--- src/hdl/psp_pkg.sv ---
package psp_pkg;

	localparam int SLOTS_DEF       = 8;
	localparam int PRIME_SLOTS_DEF = 4;
	localparam int DESC_PER_SLOT   = 3;
	localparam int PERIOD_LEN_MAX  = 4096;

	localparam int OP_W     = 2;
	localparam int BYTES_W  = 16;
	localparam int ID_W     = 16;
	localparam int STATUS_W = 3;
	localparam int SLOT_W   = 3;
	localparam int COUNT_W  = 4;
	localparam int DROP_W   = 32;
	localparam int USABLE_W = 4;

	localparam int IN_DATA_W  = 40;
	localparam int OUT_DATA_W = 48;

	localparam logic [OP_W-1:0] OP_SUBMIT  = 2'd0;
	localparam logic [OP_W-1:0] OP_RECLAIM = 2'd1;
	localparam logic [OP_W-1:0] OP_PRIME   = 2'd2;
	localparam logic [OP_W-1:0] OP_RESET   = 2'd3;

	localparam logic [STATUS_W-1:0] ST_OK      = 3'd0;
	localparam logic [STATUS_W-1:0] ST_BADLEN  = 3'd1;
	localparam logic [STATUS_W-1:0] ST_DROP    = 3'd2;
	localparam logic [STATUS_W-1:0] ST_IGNORED = 3'd3;
	localparam logic [STATUS_W-1:0] ST_NONE    = 3'd4;

	localparam logic [USABLE_W-1:0] USABLE_RST = 4'd8;

endpackage

--- src/hdl/psp_pick.sv ---
module psp_pick #(
	parameter int SLOTS = psp_pkg::SLOTS_DEF
) (
	input  logic [SLOTS-1:0]                          free,
	output logic                                      found,
	output logic [(SLOTS > 1 ? $clog2(SLOTS) : 1)-1:0] idx
);

	localparam int SW = SLOTS > 1 ? $clog2(SLOTS) : 1;

	// lowest set bit wins
	always_comb begin
		idx = '0;
		for (int k = SLOTS - 1; k >= 0; k--) begin
			if (free[k]) begin
				idx = SW'(k);
			end
		end
		found = |free;
	end

endmodule

--- src/hdl/period_slot_pool_unit.sv ---
// Slot allocator for a pool of transmit period slots, one busy bit per slot.
// Submit, reclaim and pool reset each give one result; a prime gives one
// result per cycle unless the output stalls, one per filled slot (at most
// PRIME_SLOTS, or one ST_NONE if none is free), as each fill uses the single
// lowest-free picker and sees the slots taken before it. The input is blocked
// during a prime until its last result is registered, and otherwise taken
// every cycle while the result register drains. No clearing pass after reset.
module period_slot_pool_unit #(
	parameter int SLOTS       = psp_pkg::SLOTS_DEF,
	parameter int PRIME_SLOTS = psp_pkg::PRIME_SLOTS_DEF
) (
	input  logic                             clk,
	input  logic                             arst_n,
	input  logic                             s_axis_tvalid,
	output logic                             s_axis_tready,
	// op[1:0], period_len[17:2], used_id[33:18], zero fill
	input  logic [psp_pkg::IN_DATA_W-1:0]    s_axis_tdata,
	output logic                             m_axis_tvalid,
	input  logic                             m_axis_tready,
	// status[2:0], slot[5:3], slot_valid[6], in_flight[10:7], drop_total[42:11]
	output logic [psp_pkg::OUT_DATA_W-1:0]   m_axis_tdata,
	output logic                             m_axis_tlast,
	input  logic                             cfg_valid,
	output logic                             cfg_ready,
	input  logic [psp_pkg::USABLE_W-1:0]     cfg_data
);

	localparam int SW     = SLOTS > 1 ? $clog2(SLOTS) : 1;
	localparam int PCW    = PRIME_SLOTS > 1 ? $clog2(PRIME_SLOTS) : 1;
	localparam int ID_LIM = SLOTS * psp_pkg::DESC_PER_SLOT;
	localparam int IDW    = $clog2(ID_LIM + 1);

	// input stage
	logic                          act_s1;
	logic [psp_pkg::OP_W-1:0]      op_s1;
	logic [psp_pkg::BYTES_W-1:0]   bytes_s1;
	logic [psp_pkg::ID_W-1:0]      id_s1;
	logic [PCW-1:0]                pcnt_s1;

	// pool state
	logic [SLOTS-1:0]              busy_q;
	logic [psp_pkg::COUNT_W-1:0]   count_q;
	logic [psp_pkg::DROP_W-1:0]    drop_q;
	logic [psp_pkg::USABLE_W-1:0]  usable_q;

	// result register
	logic                          m_valid_q;
	logic [psp_pkg::STATUS_W-1:0]  status_q;
	logic [psp_pkg::SLOT_W-1:0]    slot_q;
	logic                          slot_valid_q;
	logic [psp_pkg::COUNT_W-1:0]   flight_q;
	logic [psp_pkg::DROP_W-1:0]    drop_out_q;
	logic                          last_q;

	logic                          in_acc;
	logic                          adv;
	logic [4:0]                    lim;
	logic [SLOTS-1:0]              free;
	logic                          found;
	logic [SW-1:0]                 pick_idx;
	logic [SLOTS-1:0]              pick_1h;
	logic [IDW-1:0]                id_n;
	logic                          id_in_range;
	logic [SW-1:0]                 rec_idx;
	logic                          bad_len;

	logic [SLOTS-1:0]              busy_d;
	logic [psp_pkg::COUNT_W-1:0]   count_d;
	logic [psp_pkg::DROP_W-1:0]    drop_d;
	logic [psp_pkg::STATUS_W-1:0]  res_status;
	logic [SW-1:0]                 res_idx;
	logic                          res_valid;
	logic                          res_last;

	assign in_acc        = s_axis_tvalid && s_axis_tready;
	assign adv           = act_s1 && (!m_valid_q || m_axis_tready);
	assign s_axis_tready = !act_s1 || (adv && res_last);
	assign cfg_ready     = 1'b1;

	assign lim = ({1'b0, usable_q} > 5'(SLOTS)) ? 5'(SLOTS) : {1'b0, usable_q};

	always_comb begin
		for (int k = 0; k < SLOTS; k++) begin
			free[k] = !busy_q[k] && (5'(k) < lim);
		end
	end

	psp_pick #(
		.SLOTS (SLOTS)
	) u_pick (
		.free  (free),
		.found (found),
		.idx   (pick_idx)
	);

	assign pick_1h = SLOTS'(1) << pick_idx;

	// id / DESC_PER_SLOT over the narrow in-range part
	assign id_in_range = id_s1 < psp_pkg::ID_W'(ID_LIM);
	assign id_n        = id_s1[IDW-1:0];

	always_comb begin
		rec_idx = '0;
		for (int k = 1; k < SLOTS; k++) begin
			if (id_n >= IDW'(k * psp_pkg::DESC_PER_SLOT)) begin
				rec_idx = SW'(k);
			end
		end
	end

	assign bad_len = (bytes_s1 == '0) ||
		(bytes_s1 > psp_pkg::BYTES_W'(psp_pkg::PERIOD_LEN_MAX));

	always_comb begin
		busy_d     = busy_q;
		count_d    = count_q;
		drop_d     = drop_q;
		res_status = psp_pkg::ST_OK;
		res_idx    = '0;
		res_valid  = 1'b0;
		res_last   = 1'b1;
		case (op_s1)
			psp_pkg::OP_SUBMIT: begin
				if (bad_len) begin
					res_status = psp_pkg::ST_BADLEN;
				end else if (found) begin
					busy_d    = busy_q | pick_1h;
					count_d   = (count_q == '1) ? count_q : count_q + 1'b1;
					res_idx   = pick_idx;
					res_valid = 1'b1;
				end else begin
					drop_d     = drop_q + 1'b1;
					res_status = psp_pkg::ST_DROP;
				end
			end
			psp_pkg::OP_RECLAIM: begin
				if (id_in_range && busy_q[rec_idx]) begin
					busy_d    = busy_q & ~(SLOTS'(1) << rec_idx);
					count_d   = (count_q == '0) ? count_q : count_q - 1'b1;
					res_idx   = rec_idx;
					res_valid = 1'b1;
				end else begin
					res_status = psp_pkg::ST_IGNORED;
				end
			end
			psp_pkg::OP_PRIME: begin
				if (found) begin
					busy_d    = busy_q | pick_1h;
					count_d   = (count_q == '1) ? count_q : count_q + 1'b1;
					res_idx   = pick_idx;
					res_valid = 1'b1;
					res_last  = (pcnt_s1 == PCW'(PRIME_SLOTS - 1)) || ((free & ~pick_1h) == '0);
				end else begin
					res_status = psp_pkg::ST_NONE;
				end
			end
			psp_pkg::OP_RESET: begin
				busy_d  = '0;
				count_d = '0;
				drop_d  = '0;
			end
			default: begin
				res_status = psp_pkg::ST_OK;
			end
		endcase
	end

	always_ff @(posedge clk or negedge arst_n) begin
		if (!arst_n) begin
			act_s1    <= 1'b0;
			pcnt_s1   <= '0;
			busy_q    <= '0;
			count_q   <= '0;
			drop_q    <= '0;
			usable_q  <= psp_pkg::USABLE_RST;
			m_valid_q <= 1'b0;
		end else begin
			if (cfg_valid && cfg_ready) begin
				usable_q <= cfg_data;
			end
			if (in_acc) begin
				act_s1  <= 1'b1;
				pcnt_s1 <= '0;
			end else if (adv && res_last) begin
				act_s1 <= 1'b0;
			end else if (adv) begin
				pcnt_s1 <= pcnt_s1 + 1'b1;
			end
			if (adv) begin
				busy_q  <= busy_d;
				count_q <= count_d;
				drop_q  <= drop_d;
			end
			if (adv) begin
				m_valid_q <= 1'b1;
			end else if (m_axis_tready) begin
				m_valid_q <= 1'b0;
			end
		end
	end

	always_ff @(posedge clk) begin
		if (in_acc) begin
			op_s1    <= s_axis_tdata[1:0];
			bytes_s1 <= s_axis_tdata[17:2];
			id_s1    <= s_axis_tdata[33:18];
		end
		if (adv) begin
			status_q     <= res_status;
			slot_q       <= res_valid ? psp_pkg::SLOT_W'(32'(res_idx)) : '0;
			slot_valid_q <= res_valid;
			flight_q     <= count_d;
			drop_out_q   <= drop_d;
			last_q       <= res_last;
		end
	end

	assign m_axis_tvalid = m_valid_q;
	assign m_axis_tlast  = last_q;
	assign m_axis_tdata  = {5'd0, drop_out_q, flight_q, slot_valid_q, slot_q, status_q};

	a_count_matches: assert property (@(posedge clk) disable iff (!arst_n)
		count_q == psp_pkg::COUNT_W'($countones(busy_q)) || count_q == '1)
		else $error("busy count out of step with busy map");

	a_take_marks_busy: assert property (@(posedge clk) disable iff (!arst_n)
		adv && res_valid && (op_s1 == psp_pkg::OP_SUBMIT || op_s1 == psp_pkg::OP_PRIME)
		|=> busy_q[$past(res_idx)])
		else $error("allocated slot not marked busy");

	a_prime_blocks_input: assert property (@(posedge clk) disable iff (!arst_n)
		act_s1 && !res_last |-> !s_axis_tready)
		else $error("input taken mid prime");

	a_reset_op_clears: assert property (@(posedge clk) disable iff (!arst_n)
		adv && op_s1 == psp_pkg::OP_RESET |=> busy_q == '0 && drop_q == '0 && count_q == '0)
		else $error("reset op left state behind");

endmodule
--- config.mk ---
export PLATFORM = sky130hd
export DESIGN_NAME = period_slot_pool_unit
export DESIGN_NICKNAME = d
export VERILOG_FILES = /design/src/hdl/psp_pkg.sv /design/src/hdl/psp_pick.sv /design/src/hdl/period_slot_pool_unit.sv
export SDC_FILE = /design/constraint.sdc
export NUM_CORES = 1
export LEC_CHECK = 0
export ABC_AREA = 0
export BUFFER_PORTS_ARGS = -buffer_cell sky130_fd_sc_hd__buf_4
export CAP_MARGIN = 20
export CORE_MARGIN = 2
export CORE_UTILIZATION = 35
export DETAILED_ROUTE_END_ITERATION = 8
export GPL_ROUTABILITY_DRIVEN = 0
export PLACE_DENSITY = 0.64
export SETUP_SLACK_MARGIN = 0.15
export SKIP_LAST_GASP = 1
export SYNTH_ARGS = -nofsm -noshare
export SYNTH_HDL_FRONTEND = slang
export SYNTH_HIERARCHICAL = 1
export SYNTH_SLANG_ARGS = --single-unit
--- constraint.sdc ---
create_clock -name clk -period 4.5 [get_ports clk]
set_input_delay 0.225 -clock clk [delete_from_list [all_inputs] [get_ports clk]]
set_output_delay 0.225 -clock clk [all_outputs]
set_load 0.02 [all_outputs]
Yosys cells after proc, flatten, opt, wreduce, memory -nomap -nowiden
Cells that the tools add are included.

Flip-flop bits (word level): 130. Bits in latches: 0. Bits in writable memories: 0. ROM bits: 0. Bits of input ports: 49. Output and inout bits: 52. Word-level logic and storage cells: 143. Memories: 0.

$add $sub $neg: 4. Multipliers: 0. Divide/modulo/power cells: 0. Order comparisons: 19. Equal/unequal tests: 8. Shift operators: 2. Muxes and demuxes: 53. Bitwise gates (word level): 5. Reduce and logical (&&, ||, !) cells: 36.

Operator list (count): 2-to-1 mux 32 bit (2); one-hot mux 32 bit (2 select lines) (1); 2-to-1 mux 3 bit (18); adder 32 x 1 -> 32 bit, second input constant (1); one-hot mux 8 bit (4 select lines) (1); 2-to-1 mux 4 bit (6); 2-to-1 mux 8 bit (3); one-hot mux 3 bit (3 select lines) (2); bitwise AND 8 bit (2); greater-than comparator 16 x 13 -> 1 bit, second input constant (1); logical NOT 16 bit (1); < comparator 16 x 5 -> 1 bit, second input constant (1); < comparator 3 x 4 -> 1 bit, first input constant (4); inverter 8 bit (2); one-hot mux 4 bit (4 select lines) (1); left shift 1 x 3 -> 8 bit, first input constant (2); greater-or-equal comparator 5 x 4 -> 1 bit, second input constant (3); logical AND 1 bit (12); 2-to-1 mux 2 bit (6); 2-to-1 mux 1 bit (11); greater-or-equal comparator 5 bit, second input constant (2); logical NOT 1 bit (10); logical NOT 8 bit (1); < comparator 1 x 4 -> 1 bit, first input constant (2); 22 further kinds (32).

Logic depth before layout (Yosys ltp)
Gate-level depths: netlist (run 1).

Depth in word-level cells: 24. Gate-level depth with buffers: 13. Depth with buffers taken out: 12.

Modules after synthesis
The synthesis (run 1) kept the hierarchy.

Modules (own cells, without submodules): period_slot_pool_unit (times used 1, cells an instance 663, area each 6882.9 um^2, sequential area each 3644.7 um^2); psp_pick (times used 1, cells an instance 13, area each 81.3 um^2, sequential area each 0.0 um^2).

Worst setup path before layout (run 1)
OpenSTA, ideal clock, no wires.

Kind: reg-to-reg. Start point: register usable_q[3] in the netlist's numbering. End point: register bytes_s1[0] in the netlist's numbering (enable). Library setup time: 425 ps. Arrival time: 3845 ps. Required time: 4075 ps. Slack: 230 ps. Cell stages (with the launch flop): 12. Path buffers: 0. Period minus slack after synthesis: 4270 ps. Cell sequence: dfstp_2 inv_1 nor2_1 a21oi_1 o41ai_1 mux2i_1 or3_1 a22oi_1 o211a_1 a211oi_1 o21a_1 nor2_1.

Cells in the longest elaborated chain, start to end: 22. Elaborated cells on any way between the ends: 37. Those cells by class: order compare (9); shift (1); mux (11); bitwise (2); reduce/logical (14).

RTL lines: from (decl) (line period_slot_pool_unit.sv:44) `logic [psp_pkg::USABLE_W-1:0] usable_q;`; from (signal assigned) (line period_slot_pool_unit.sv:175) `usable_q <= psp_pkg::USABLE_RST;`; from (signal assigned) (line period_slot_pool_unit.sv:179) `usable_q <= cfg_data;`; greater-than comparator 4 bit (line period_slot_pool_unit.sv:80) `assign lim = ({1'b0, usable_q} > 5'(SLOTS)) ? 5'(SLOTS) : {1'b0, usable_q};`; 2-to-1 mux 4 bit (*) (line period_slot_pool_unit.sv:80); < comparator 3 x 4 -> 1 bit (*) (line period_slot_pool_unit.sv:84) `free[k] = !busy_q[k] && (5'(k) < lim);`; logical AND 1 bit (*) (line period_slot_pool_unit.sv:84); named net free[7] (line period_slot_pool_unit.sv:58) `logic [SLOTS-1:0] free;`; 2-to-1 mux 3 bit (*) (8 in a row) (line psp_pick.sv:15) `if (free[k]) begin`; named net pick_idx[0] (line period_slot_pool_unit.sv:60) `logic [SW-1:0] pick_idx;`; left shift 1 x 3 -> 8 bit (*) (line period_slot_pool_unit.sv:96) `assign pick_1h = SLOTS'(1) << pick_idx;`; (+2 left out); logical NOT 8 bit (*) (line period_slot_pool_unit.sv:152) `res_last = (pcnt_s1 == PCW'(PRIME_SLOTS - 1)) || ((free & ~pick_1h) == '0);`; logical OR 1 bit (*) (line period_slot_pool_unit.sv:152); 2-to-1 mux 1 bit (*) (line period_slot_pool_unit.sv:147) `if (found) begin`; 2-to-1 mux 1 bit (*) (line period_slot_pool_unit.sv:122) `case (op_s1)`; logical AND 1 bit (*) (line period_slot_pool_unit.sv:77) `assign s_axis_tready = !act_s1 || (adv && res_last);`; logical OR 1 bit (*) (line period_slot_pool_unit.sv:77); logical AND 1 bit (*) (line period_slot_pool_unit.sv:75) `assign in_acc = s_axis_tvalid && s_axis_tready;`; named net in_acc (line period_slot_pool_unit.sv:55) `logic in_acc;`; to (signal assigned) (line period_slot_pool_unit.sv:205) `bytes_s1 <= s_axis_tdata[17:2];`; to (decl) (line period_slot_pool_unit.sv:36) `logic [psp_pkg::BYTES_W-1:0] bytes_s1;`.

Mark *: on every way through the listed nets, which the timed path passes. The rest lies on a longest branch. A chain may end at the register's enable or synchronous reset.

Worst setup path in the final report (run 1)
Start point: register usable_q[1] in the netlist's numbering. End point: output s_axis_tready.

Elaborated cells on any way between the ends: 36. Those cells by class: order compare (9); shift (1); mux (11); bitwise (2); reduce/logical (13).

RTL lines: greater-than comparator 4 bit (line period_slot_pool_unit.sv:80); 2-to-1 mux 4 bit (*) (line period_slot_pool_unit.sv:80); < comparator 1 x 4 -> 1 bit (*) (line period_slot_pool_unit.sv:84); logical AND 1 bit (*) (line period_slot_pool_unit.sv:84); named net free[0] (line period_slot_pool_unit.sv:58); 2-to-1 mux 3 bit (*) (line psp_pick.sv:15); named net pick_idx[1] (line period_slot_pool_unit.sv:60); left shift 1 x 3 -> 8 bit (*) (line period_slot_pool_unit.sv:96); inverter 8 bit (*) (line period_slot_pool_unit.sv:152); bitwise AND 8 bit (*) (line period_slot_pool_unit.sv:152); logical NOT 8 bit (*) (line period_slot_pool_unit.sv:152); logical OR 1 bit (*) (line period_slot_pool_unit.sv:152); 2-to-1 mux 1 bit (*) (line period_slot_pool_unit.sv:147); 2-to-1 mux 1 bit (*) (line period_slot_pool_unit.sv:122); logical AND 1 bit (*) (line period_slot_pool_unit.sv:77); logical OR 1 bit (*) (line period_slot_pool_unit.sv:77); to (decl) (line period_slot_pool_unit.sv:15) `output logic s_axis_tready,`.

Marks and branches as above.

==> summary.md, run 1 <==
| Metric | Value |
|---|---|
| Status | completed |
| Net Sw Frac | 0.295 |
| Power per Cell Area | ~410 nW/µm² |
| Element type at the critical path start | flop |
| Final worst clock skew | 0.00639 ns |
| Hold crit path type | input port to flop |
| Total count of hold-check failures in the final report | 0 |
| Synth Area per Inst | 10.3 µm² |
| Worst-path cell chain | nor3_1 > a21oi_1 > nor2_1 > a21boi_0 > buf_4 > nand3b_1 > nor3b_1 > o32a_1 > a21oi_1 > a211oi_1 > o21a_1 > inv_1 > buf_4 |
| Final critical delay including setup and external delays | roughly 3.8 ns |
| Area share of the leading cell type in the synthesized netlist | 0.336 |
| DRC violation count after routing | 0 |
| Top cell family by delay on the critical path | compound AO/OA/AOI/OAI gates |
| Net total in the final layout | 843 |
| Number of instances resized during post-cts repair | 0 |
| Overall Global Routing Usage | 0.159 |
| Overall overflow remaining after global route | 0 |
| Layout fillers | 1855 |
| Wire length of the first global-routing pass | about 27000 µm |
| Multi-input combinational cell area | around 3000 µm² |
| Residual antenna-violating net count after detailed routing | 0 |
| Max-slew violation count | 0 |
| Total iterations of the first detailed-routing run | 5 |
| Sort of element at the end of the critical path | output port |
| VDD IR max | around 0.27 mV |
| Unrepaired setup endpoints after global routing | false |
| Crit path kind | flop to output port |
| Via-to-Cell Ratio | 5.32 |
| Final Setup Violations | 0 |
| Clock buffer count from CTS | 17 |
| Power share of the combinational group | 0.198 |
| Number of distinct library cells after synthesis | 77 |
| WL final | 16400 µm |
| Internal | roughly 2.5 mW |
| Count of input and output buffers | 88 |
| Number of H-tree levels | 4 |
| Clock sink total | 130 |
| Number of antenna violations at the first check in global routing | 0 |
| Clock Tree Buf Depth | 2 |
| Crit Path Max Fanout | 11 |
| Max-capacitance violation count | 0 |
| Skew-Pair Late Insertion Delay | ~0.42 ns |
| Bufs and invs on worst path | 3 |
| Library cell used as clock root buffer | sky130_fd_sc_hd__clkbuf_16 |
| Clock-pin slew reported for the worst setup and hold paths after clock tree synthesis | approximately 0.060 ns |
| Most common library cell in the layout ignoring fill and taps | sky130_fd_sc_hd__buf_4 |
| Peak Freq | 265 MHz |
| Starting utilization of the core area | 0.357 |
| Number of standard cells after synthesis | 676 |
| YS warnings | 6 |
| Fraction of the yosys area taken by sequential cells | 0.523 |
| Dominant cells by area after synthesis | sky130_fd_sc_hd__edfxtp_1 34%, sky130_fd_sc_hd__dfrtp_1 18%, sky130_fd_sc_hd__nor2_1 3.9% |
| Width of the die | between 100 and 150 µm |
| Predominant post-synthesis flop cell | sky130_fd_sc_hd__edfxtp_1 |
| Critical path's slowest cell | sky130_fd_sc_hd__a211oi_1 |
| Die H | 145 µm |
| Core Box Area | 19500 µm² |
| Relative area change from synthesis to final layout | 26.4% |
| Fraction of synthesis flops using an asynchronous set or reset pin | 0.400 |
| Pin count of the biggest net entering global routing | 53 |
| Reported leakage power | ~3.4 nW |
| Antenna diode count | 0 |
| Number of vias after detailed routing | 5660 |
| Setup TNS after final layout | 0 ns |
| Commonest cells after routing, fill and taps aside | 101 x sky130_fd_sc_hd__buf_4, 78 x sky130_fd_sc_hd__edfxtp_1, 71 x sky130_fd_sc_hd__nor2_1 |
| DRT iter0 DRCs | 414 |
| CP peak stage delay | 0.61 ns |
| Switching power of the nets | 1.06 mW |
| Register cell area after layout | 3640 µm² |
| Synth area leader | sky130_fd_sc_hd__edfxtp_1 |
| Required time worst endpoint | 4.28 ns |
| HPWL reported at the end of detailed placement | 10700 µm |
| Die Footprint | approximately 21000 µm² |
| Number of enable-type register cells in the synthesized netlist | between 70 and 80 |
| Worst-Margin Slew | around 0.96 ns |
| Max-slew headroom | 0.358 |
| IO Count | 101 |
| Count of standard-cell rows | 51 |
| TritonCTS clock tree | yes |
| Total Power Consumption | between 3 and 4 mW |
| Fraction of the cycle the final worst path needs | 0.840 |
| Register bit total from synthesis | 130 |
| Vias in the first global route | 5457 |
| Netlist Area Pre-Place | 6960 µm² |
| Routed length per instance | 15.4 µm |
| Layout cell share with drive strength beyond 1 | 0.203 |
| Part of the total power dissipated in sequential elements | 0.416 |
| Portion of total power attributed to the clock network | 0.386 |
| WP data arrival | 3.55 ns |
-- power groups by stage --
stage	sequential, mW	combinational, mW	clock [mW]
6_report	1.49	0.708	1.38
4_1_cts	1.48	0.707	1.41
3_5_place_dp	1.51	0.677	0
3_3_place_gp	1.51	0.672	0
5_1_grt	1.50	0.782	1.46
2_1_floorplan	1.50	0.454	0
-- cell usage after synthesis (18+ instances only) --
library cell               count
sky130_fd_sc_hd__nand2_1      41
sky130_fd_sc_hd__o31ai_1      21
sky130_fd_sc_hd__dfrtp_1      51
sky130_fd_sc_hd__nor2_1       72
sky130_fd_sc_hd__edfxtp_1     78
sky130_fd_sc_hd__inv_1        18
sky130_fd_sc_hd__a21oi_1      25
sky130_fd_sc_hd__clkbuf_1     35
sky130_fd_sc_hd__nand4_1      18
sky130_fd_sc_hd__nand3_1      32
sky130_fd_sc_hd__xor2_1       23
sky130_fd_sc_hd__o21ai_0      51
-- stage by stage --
stage | util | cell area (µm²) | std cells | hold WS [ns] | setup WS (ns)
CTS | 0.451 | 8800 | 1063 | 0.00645 | 0.736
global route | 0.451 | 8800 | 1063 | 0.0239 | 0.352
floorplan | - | 6980 | 680 | -0.0706 | 0.230
finish | 0.451 | 8800 | 1063 | 0.0139 | 0.721
global placement | 0.402 | 7840 | 994 | 0.351 | 1.10
detailed placement | 0.402 | 7840 | 994 | 0.348 | 1.10
-- area by class of cell --
class | count | share of cell area
sequential | 130 | 0.414
clock inverter | 14 | 0.0175
tap | 265 | 0.0377
inverter | 18 | 0.00767
multi-input combinational | 480 | 0.345
clock buffer | 18 | 0.0499
timing repair buffer | 138 | 0.128
-- worst reg2reg max path: stages (launching register included) --
cell	delay [ns]
sky130_fd_sc_hd__dfstp_2	0.56
sky130_fd_sc_hd__inv_1	0.08
sky130_fd_sc_hd__a21oi_1	0.36
sky130_fd_sc_hd__nor4_2	0.11
sky130_fd_sc_hd__and3b_1	0.44
sky130_fd_sc_hd__or3b_2	0.49
sky130_fd_sc_hd__a21oi_1	0.26
sky130_fd_sc_hd__a211oi_1	0.21
sky130_fd_sc_hd__o21a_1	0.25
sky130_fd_sc_hd__nor2_2	0.11
sky130_fd_sc_hd__buf_4	0.27
-- registers in the layout, summed over array words and instances (netlist names) --
register,cells
m_axis_tvalid,1
slot_valid_q,1
count_q,4
slot_q,3
busy_q,8
m_axis_tlast,1
id_s1,16
status_q,3
act_s1,1
bytes_s1,16
drop_out_q,32
flight_q,4
drop_q,32
pcnt_s1,2
usable_q,4
op_s1,2
-- metal layers --
layer | global-route usage | vias to the layer above | routed length (µm)
li1 | - | 2761 | -
met1 | 0.209 | 2718 | 7550
met2 | 0.253 | 158 | 7750
met3 | 0.0358 | 23 | 751
met4 | 0.0652 | 0 | 313
met5 | 0 | - | 0
-- cell families after synthesis --
family / after synthesis / share of synthesized area
simple gates: 239 / 0.178
flops: 130 / 0.523
compound gates: 184 / 0.182
buf+inv: 70 / 0.0437
other cells: 2 / 0.00108
fa+ha+maj: 9 / 0.0162
xor+xnor: 31 / 0.0390
mux: 11 / 0.0172
-- worst paths after layout --
kind | cells after the start | slack [ns] | from | endpoint
hold / removal | 3 | 0.01 | cfg_data[0] | usable_q[0]
max in group asynchronous | 2 | 3.58 | arst_n | drop_q[27]
hold reg to reg | 1 | 0.51 | drop_q[31] | drop_q[31]
setup / recovery | 13 | 0.72 | usable_q[1] | s_axis_tready
min in group asynchronous | 2 | 0.42 | arst_n | pcnt_s1[0]
setup reg to reg | 10 | 1.05 | usable_q[3] | bytes_s1[15]
-- timing repair --
item,CTS,global route
hold buffers,37,0
hold endpoints to repair,87,0
setup buffers,0,0
Power figures use the tool's default switching activity.
==> run 2, diff against run 1 <==
- PLACE_DENSITY: 0.64 -> 0.62
- clock period: 4.5 -> 3.6 ns (I/O delays scaled with it)
==> run 2 against run 1 <==
- combinational power up 43%
- largest cell class unchanged
- wire length up 3.5%
- sequential power up 26%
==> summary.md, run 2 (synthesis results as in run 1) <==
| Metric | Value |
|---|---|
| Met2 layer wire length in the routed design | 8070 µm (+4.2%) |
| Layout cell share with drive strength beyond 1 | 0.239 (+0.0364) |
| TritonCTS clock tree | yes |
| Required time worst endpoint | 3.42 ns (-0.86 ns) |
| Hold Path Depth | 3 (unchanged) |
| Critical path's slowest cell | sky130_fd_sc_hd__dfrtp_2 |
| Antenna diode count | 0 (unchanged) |
| Clock-pin slew reported for the worst setup and hold paths after clock tree synthesis | 0.06 ns (about the same) |
| Worst-Margin Slew | 0.766 ns (-0.193 ns) |
| Unrepaired setup endpoints after global routing | true |
| Path depth of the worst reg2reg path | 14 (+4) |
| Count of standard-cell rows | 51 (unchanged) |
| Reg-to-reg setup timing slack | 0.29 ns (-0.76 ns) |
| Fraction of the cycle the final worst path needs | 0.921 |
| CP peak stage delay | 0.46 ns (-0.15 ns) |
| Max-slew violation count | 0 (unchanged) |
| Final worst clock skew | 0.00714 ns (+0.000749 ns) |
| Clock buffer count from CTS | 17 (unchanged) |
| Number of H-tree levels | 4 (unchanged) |
| Total Power Consumption | 4.64 mW (+30%) |
| DRT iter0 DRCs | 358 (-14%) |
| Status | completed |
| Fraction of the core area covered by cells at the end of the flow | 0.471 (+0.0198) |
| IO Count | 101 (unchanged) |
| Bufs and invs on worst path | 3 (unchanged) |
| Met3 layer wire length in the routed design | 771 µm (+2.7%) |
| Vias in the first global route | 5339 (-2.2%) |
| Final Instance Count excl. Fillers | 1088 (+2.4%) |
| Overall overflow remaining after global route | 0 (unchanged) |
| Overall Global Routing Usage | 0.162 (+0.00372) |
| Net total in the final layout | 868 (+3.0%) |
| VDD IR max | 0.361 mV (+32%) |
| Library cell used as clock root buffer | sky130_fd_sc_hd__clkbuf_16 |
| Reported leakage power | 3.60 nW (+4.8%) |
| WL final | 16900 µm (+3.5%) |
| Register cell area after layout | 3650 µm² (about the same) |
| Endpoint of the worst-slack reg-to-reg timing path | id_s1[6] |
| Layout fillers | 1805 (-2.7%) |
| Final critical delay including setup and external delays | 3.31 ns |
| Total count of hold-check failures in the final report | 0 (unchanged) |
| DRC violation count after routing | 0 (unchanged) |
| Pin count of the biggest net entering global routing | 64 (+21%) |
| Max-capacitance violation count | 0 (unchanged) |
| Peak Freq | about 300 MHz |
| Wire length of the first global-routing pass | 27500 µm (+1.9%) |
| Most common library cell in the layout ignoring fill and taps | sky130_fd_sc_hd__buf_4 |
| Width of the die | 145 µm (unchanged) |
| Number of antenna violations at the first check in global routing | 0 (unchanged) |
| Top cell family by delay on the critical path | compound AO/OA/AOI/OAI gates |
| Relative area change from synthesis to final layout | 32.0% |
| Launching instance or port of the critical path | usable_q[1] |
| Registers with the most flip-flops | drop_out_q: 32 flops, drop_q: 32 flops |
| Setup TNS after final layout | 0 ns (unchanged) |
| Crit path kind | flop to output port |
| Power per Cell Area | 505 nW/µm² (+24%) |
| Hold crit path type | input port to flop |
| Critical path endpoint | s_axis_tready |
| Clock sink total | 130 (unchanged) |
| HPWL reported at the end of detailed placement | 10900 µm (+1.4%) |
| Skew-Pair Late Insertion Delay | 0.43 ns (about the same) |
| Number of placed instances with taps included | 1000 (+0.60%) |
| Worst-path cell chain | a21oi_2 > nor2_1 > buf_4 > nor4_4 > and3b_2 > nand3b_1 > nor3b_1 > o32a_1 > a21oi_2 > a211oi_4 > o21a_2 > inv_1 > buf_4 |
| Max-slew headroom | 0.490 (+0.131) |
| Via-to-Cell Ratio | 5.21 (-2.1%) |
| Highest metal layer with signal wires | met4 |
| Clock Tree Buf Depth | 2 (unchanged) |
| WP depth | 13 (unchanged) |
| Reg-to-reg startpoint | usable_q[1] |
| Count of input and output buffers | 88 (unchanged) |
| Final Setup Violations | 0 (unchanged) |
| Core Box Area | 19500 µm² (unchanged) |
| Multi-input combinational cell area | 3150 µm² (+3.7%) |
| Die Footprint | 21000 µm² (unchanged) |
| Starting utilization of the core area | 0.357 (unchanged) |
| Routed length per instance | 15.6 µm (+1.1%) |
| Area after detailed placement | 7900 µm² (+0.80%) |
| Area of all placed cells without fillers | 9190 µm² (+4.4%) |
| Commonest cells after routing, fill and taps aside | 116 x sky130_fd_sc_hd__buf_4, 78 x sky130_fd_sc_hd__edfxtp_1, 69 x sky130_fd_sc_hd__nor2_1 |
| Crit Path Max Fanout | 8 (-3) |
| Element type at the critical path start | flop |
| WP data arrival | 3.13 ns (-0.42 ns) |
| Number of vias after detailed routing | 5669 (+0.16%) |
| Residual antenna-violating net count after detailed routing | 0 (unchanged) |
| Die H | 145 µm (unchanged) |
| Total iterations of the first detailed-routing run | 4 (-1) |
| Sort of element at the end of the critical path | output port |
| Met1 wire length | 7830 µm (+3.6%) |
[run 2: changes by cell type in the layout (fill, tap and decap cells not counted), moves of 3 or more]
cell / before / now
sky130_fd_sc_hd__buf_4: 101 / 116
sky130_fd_sc_hd__a21oi_1: 25 / 18
sky130_fd_sc_hd__a21oi_2: 0 / 4
sky130_fd_sc_hd__dlygate4sd3_1: 37 / 41
sky130_fd_sc_hd__a21oi_4: 0 / 3
sky130_fd_sc_hd__clkinv_1: 0 / 3
[run 2: through the flow]
| step | hold WS, ns | setup WS, ns |
|---|---|---|
| final | 0.109 | 0.286 |
| after global routing | 0.123 | 0.0759 |
| after CTS | 0.0957 | 0.156 |
| after detailed placement | 0.309 | 0.185 |
| after global placement | 0.308 | 0.278 |
| after floorplan | -0.116 | 0.256 |
[run 2: report_power, final]
part | switching [mW] | internal [mW] | total [mW]
sequential | 0.140 | 1.73 | 1.87
combinational | 0.545 | 0.464 | 1.01
clock | 0.660 | 1.10 | 1.76
total | 1.34 | 3.30 | 4.64
[run 2: layer usage]
metal	up-vias	GRT usage
met3	19	0.0340
met5	-	0
met4	0	0.0578
li1	2808	-
met2	151	0.253
met1	2691	0.225
[run 2: layout make-up]
cell class / count / share of cell area
multi-input combinational: 480 / 0.343
inverter: 18 / 0.00735
timing repair buffer: 163 / 0.152
tap: 265 / 0.0361
clock buffer: 19 / 0.0482
sequential: 130 / 0.397
clock inverter: 13 / 0.0172
[run 2: repair_timing]
action / in CTS / in global routing
resized for setup: 2 / 25
hold buffers: 41 / 0
setup endpoints to repair: 1 / 33
gates cloned: 0 / 3
hold endpoints to repair: 90 / 0
pin swaps: 1 / 6
setup buffers: 0 / 12
[run 2: worst min path at each step]
stage | startpoint | end | slack, ns
floorplan | arst_n | act_s1 | -0.12
global placement | arst_n | pcnt_s1[0] | 0.31
detailed placement | arst_n | busy_q[5] | 0.31
CTS | m_axis_tready | m_axis_tvalid | 0.1
global route | m_axis_tready | m_axis_tvalid | 0.12
finish | m_axis_tready | m_axis_tvalid | 0.11
[run 2: worst register-to-register path, delay by kind of cell (launching register included)]
family          cells  cell delay (ns)
compound gates      7             1.46
flops               1             0.46
simple gates        2             0.44
buf+inv             4             0.61
mux                 1             0.07
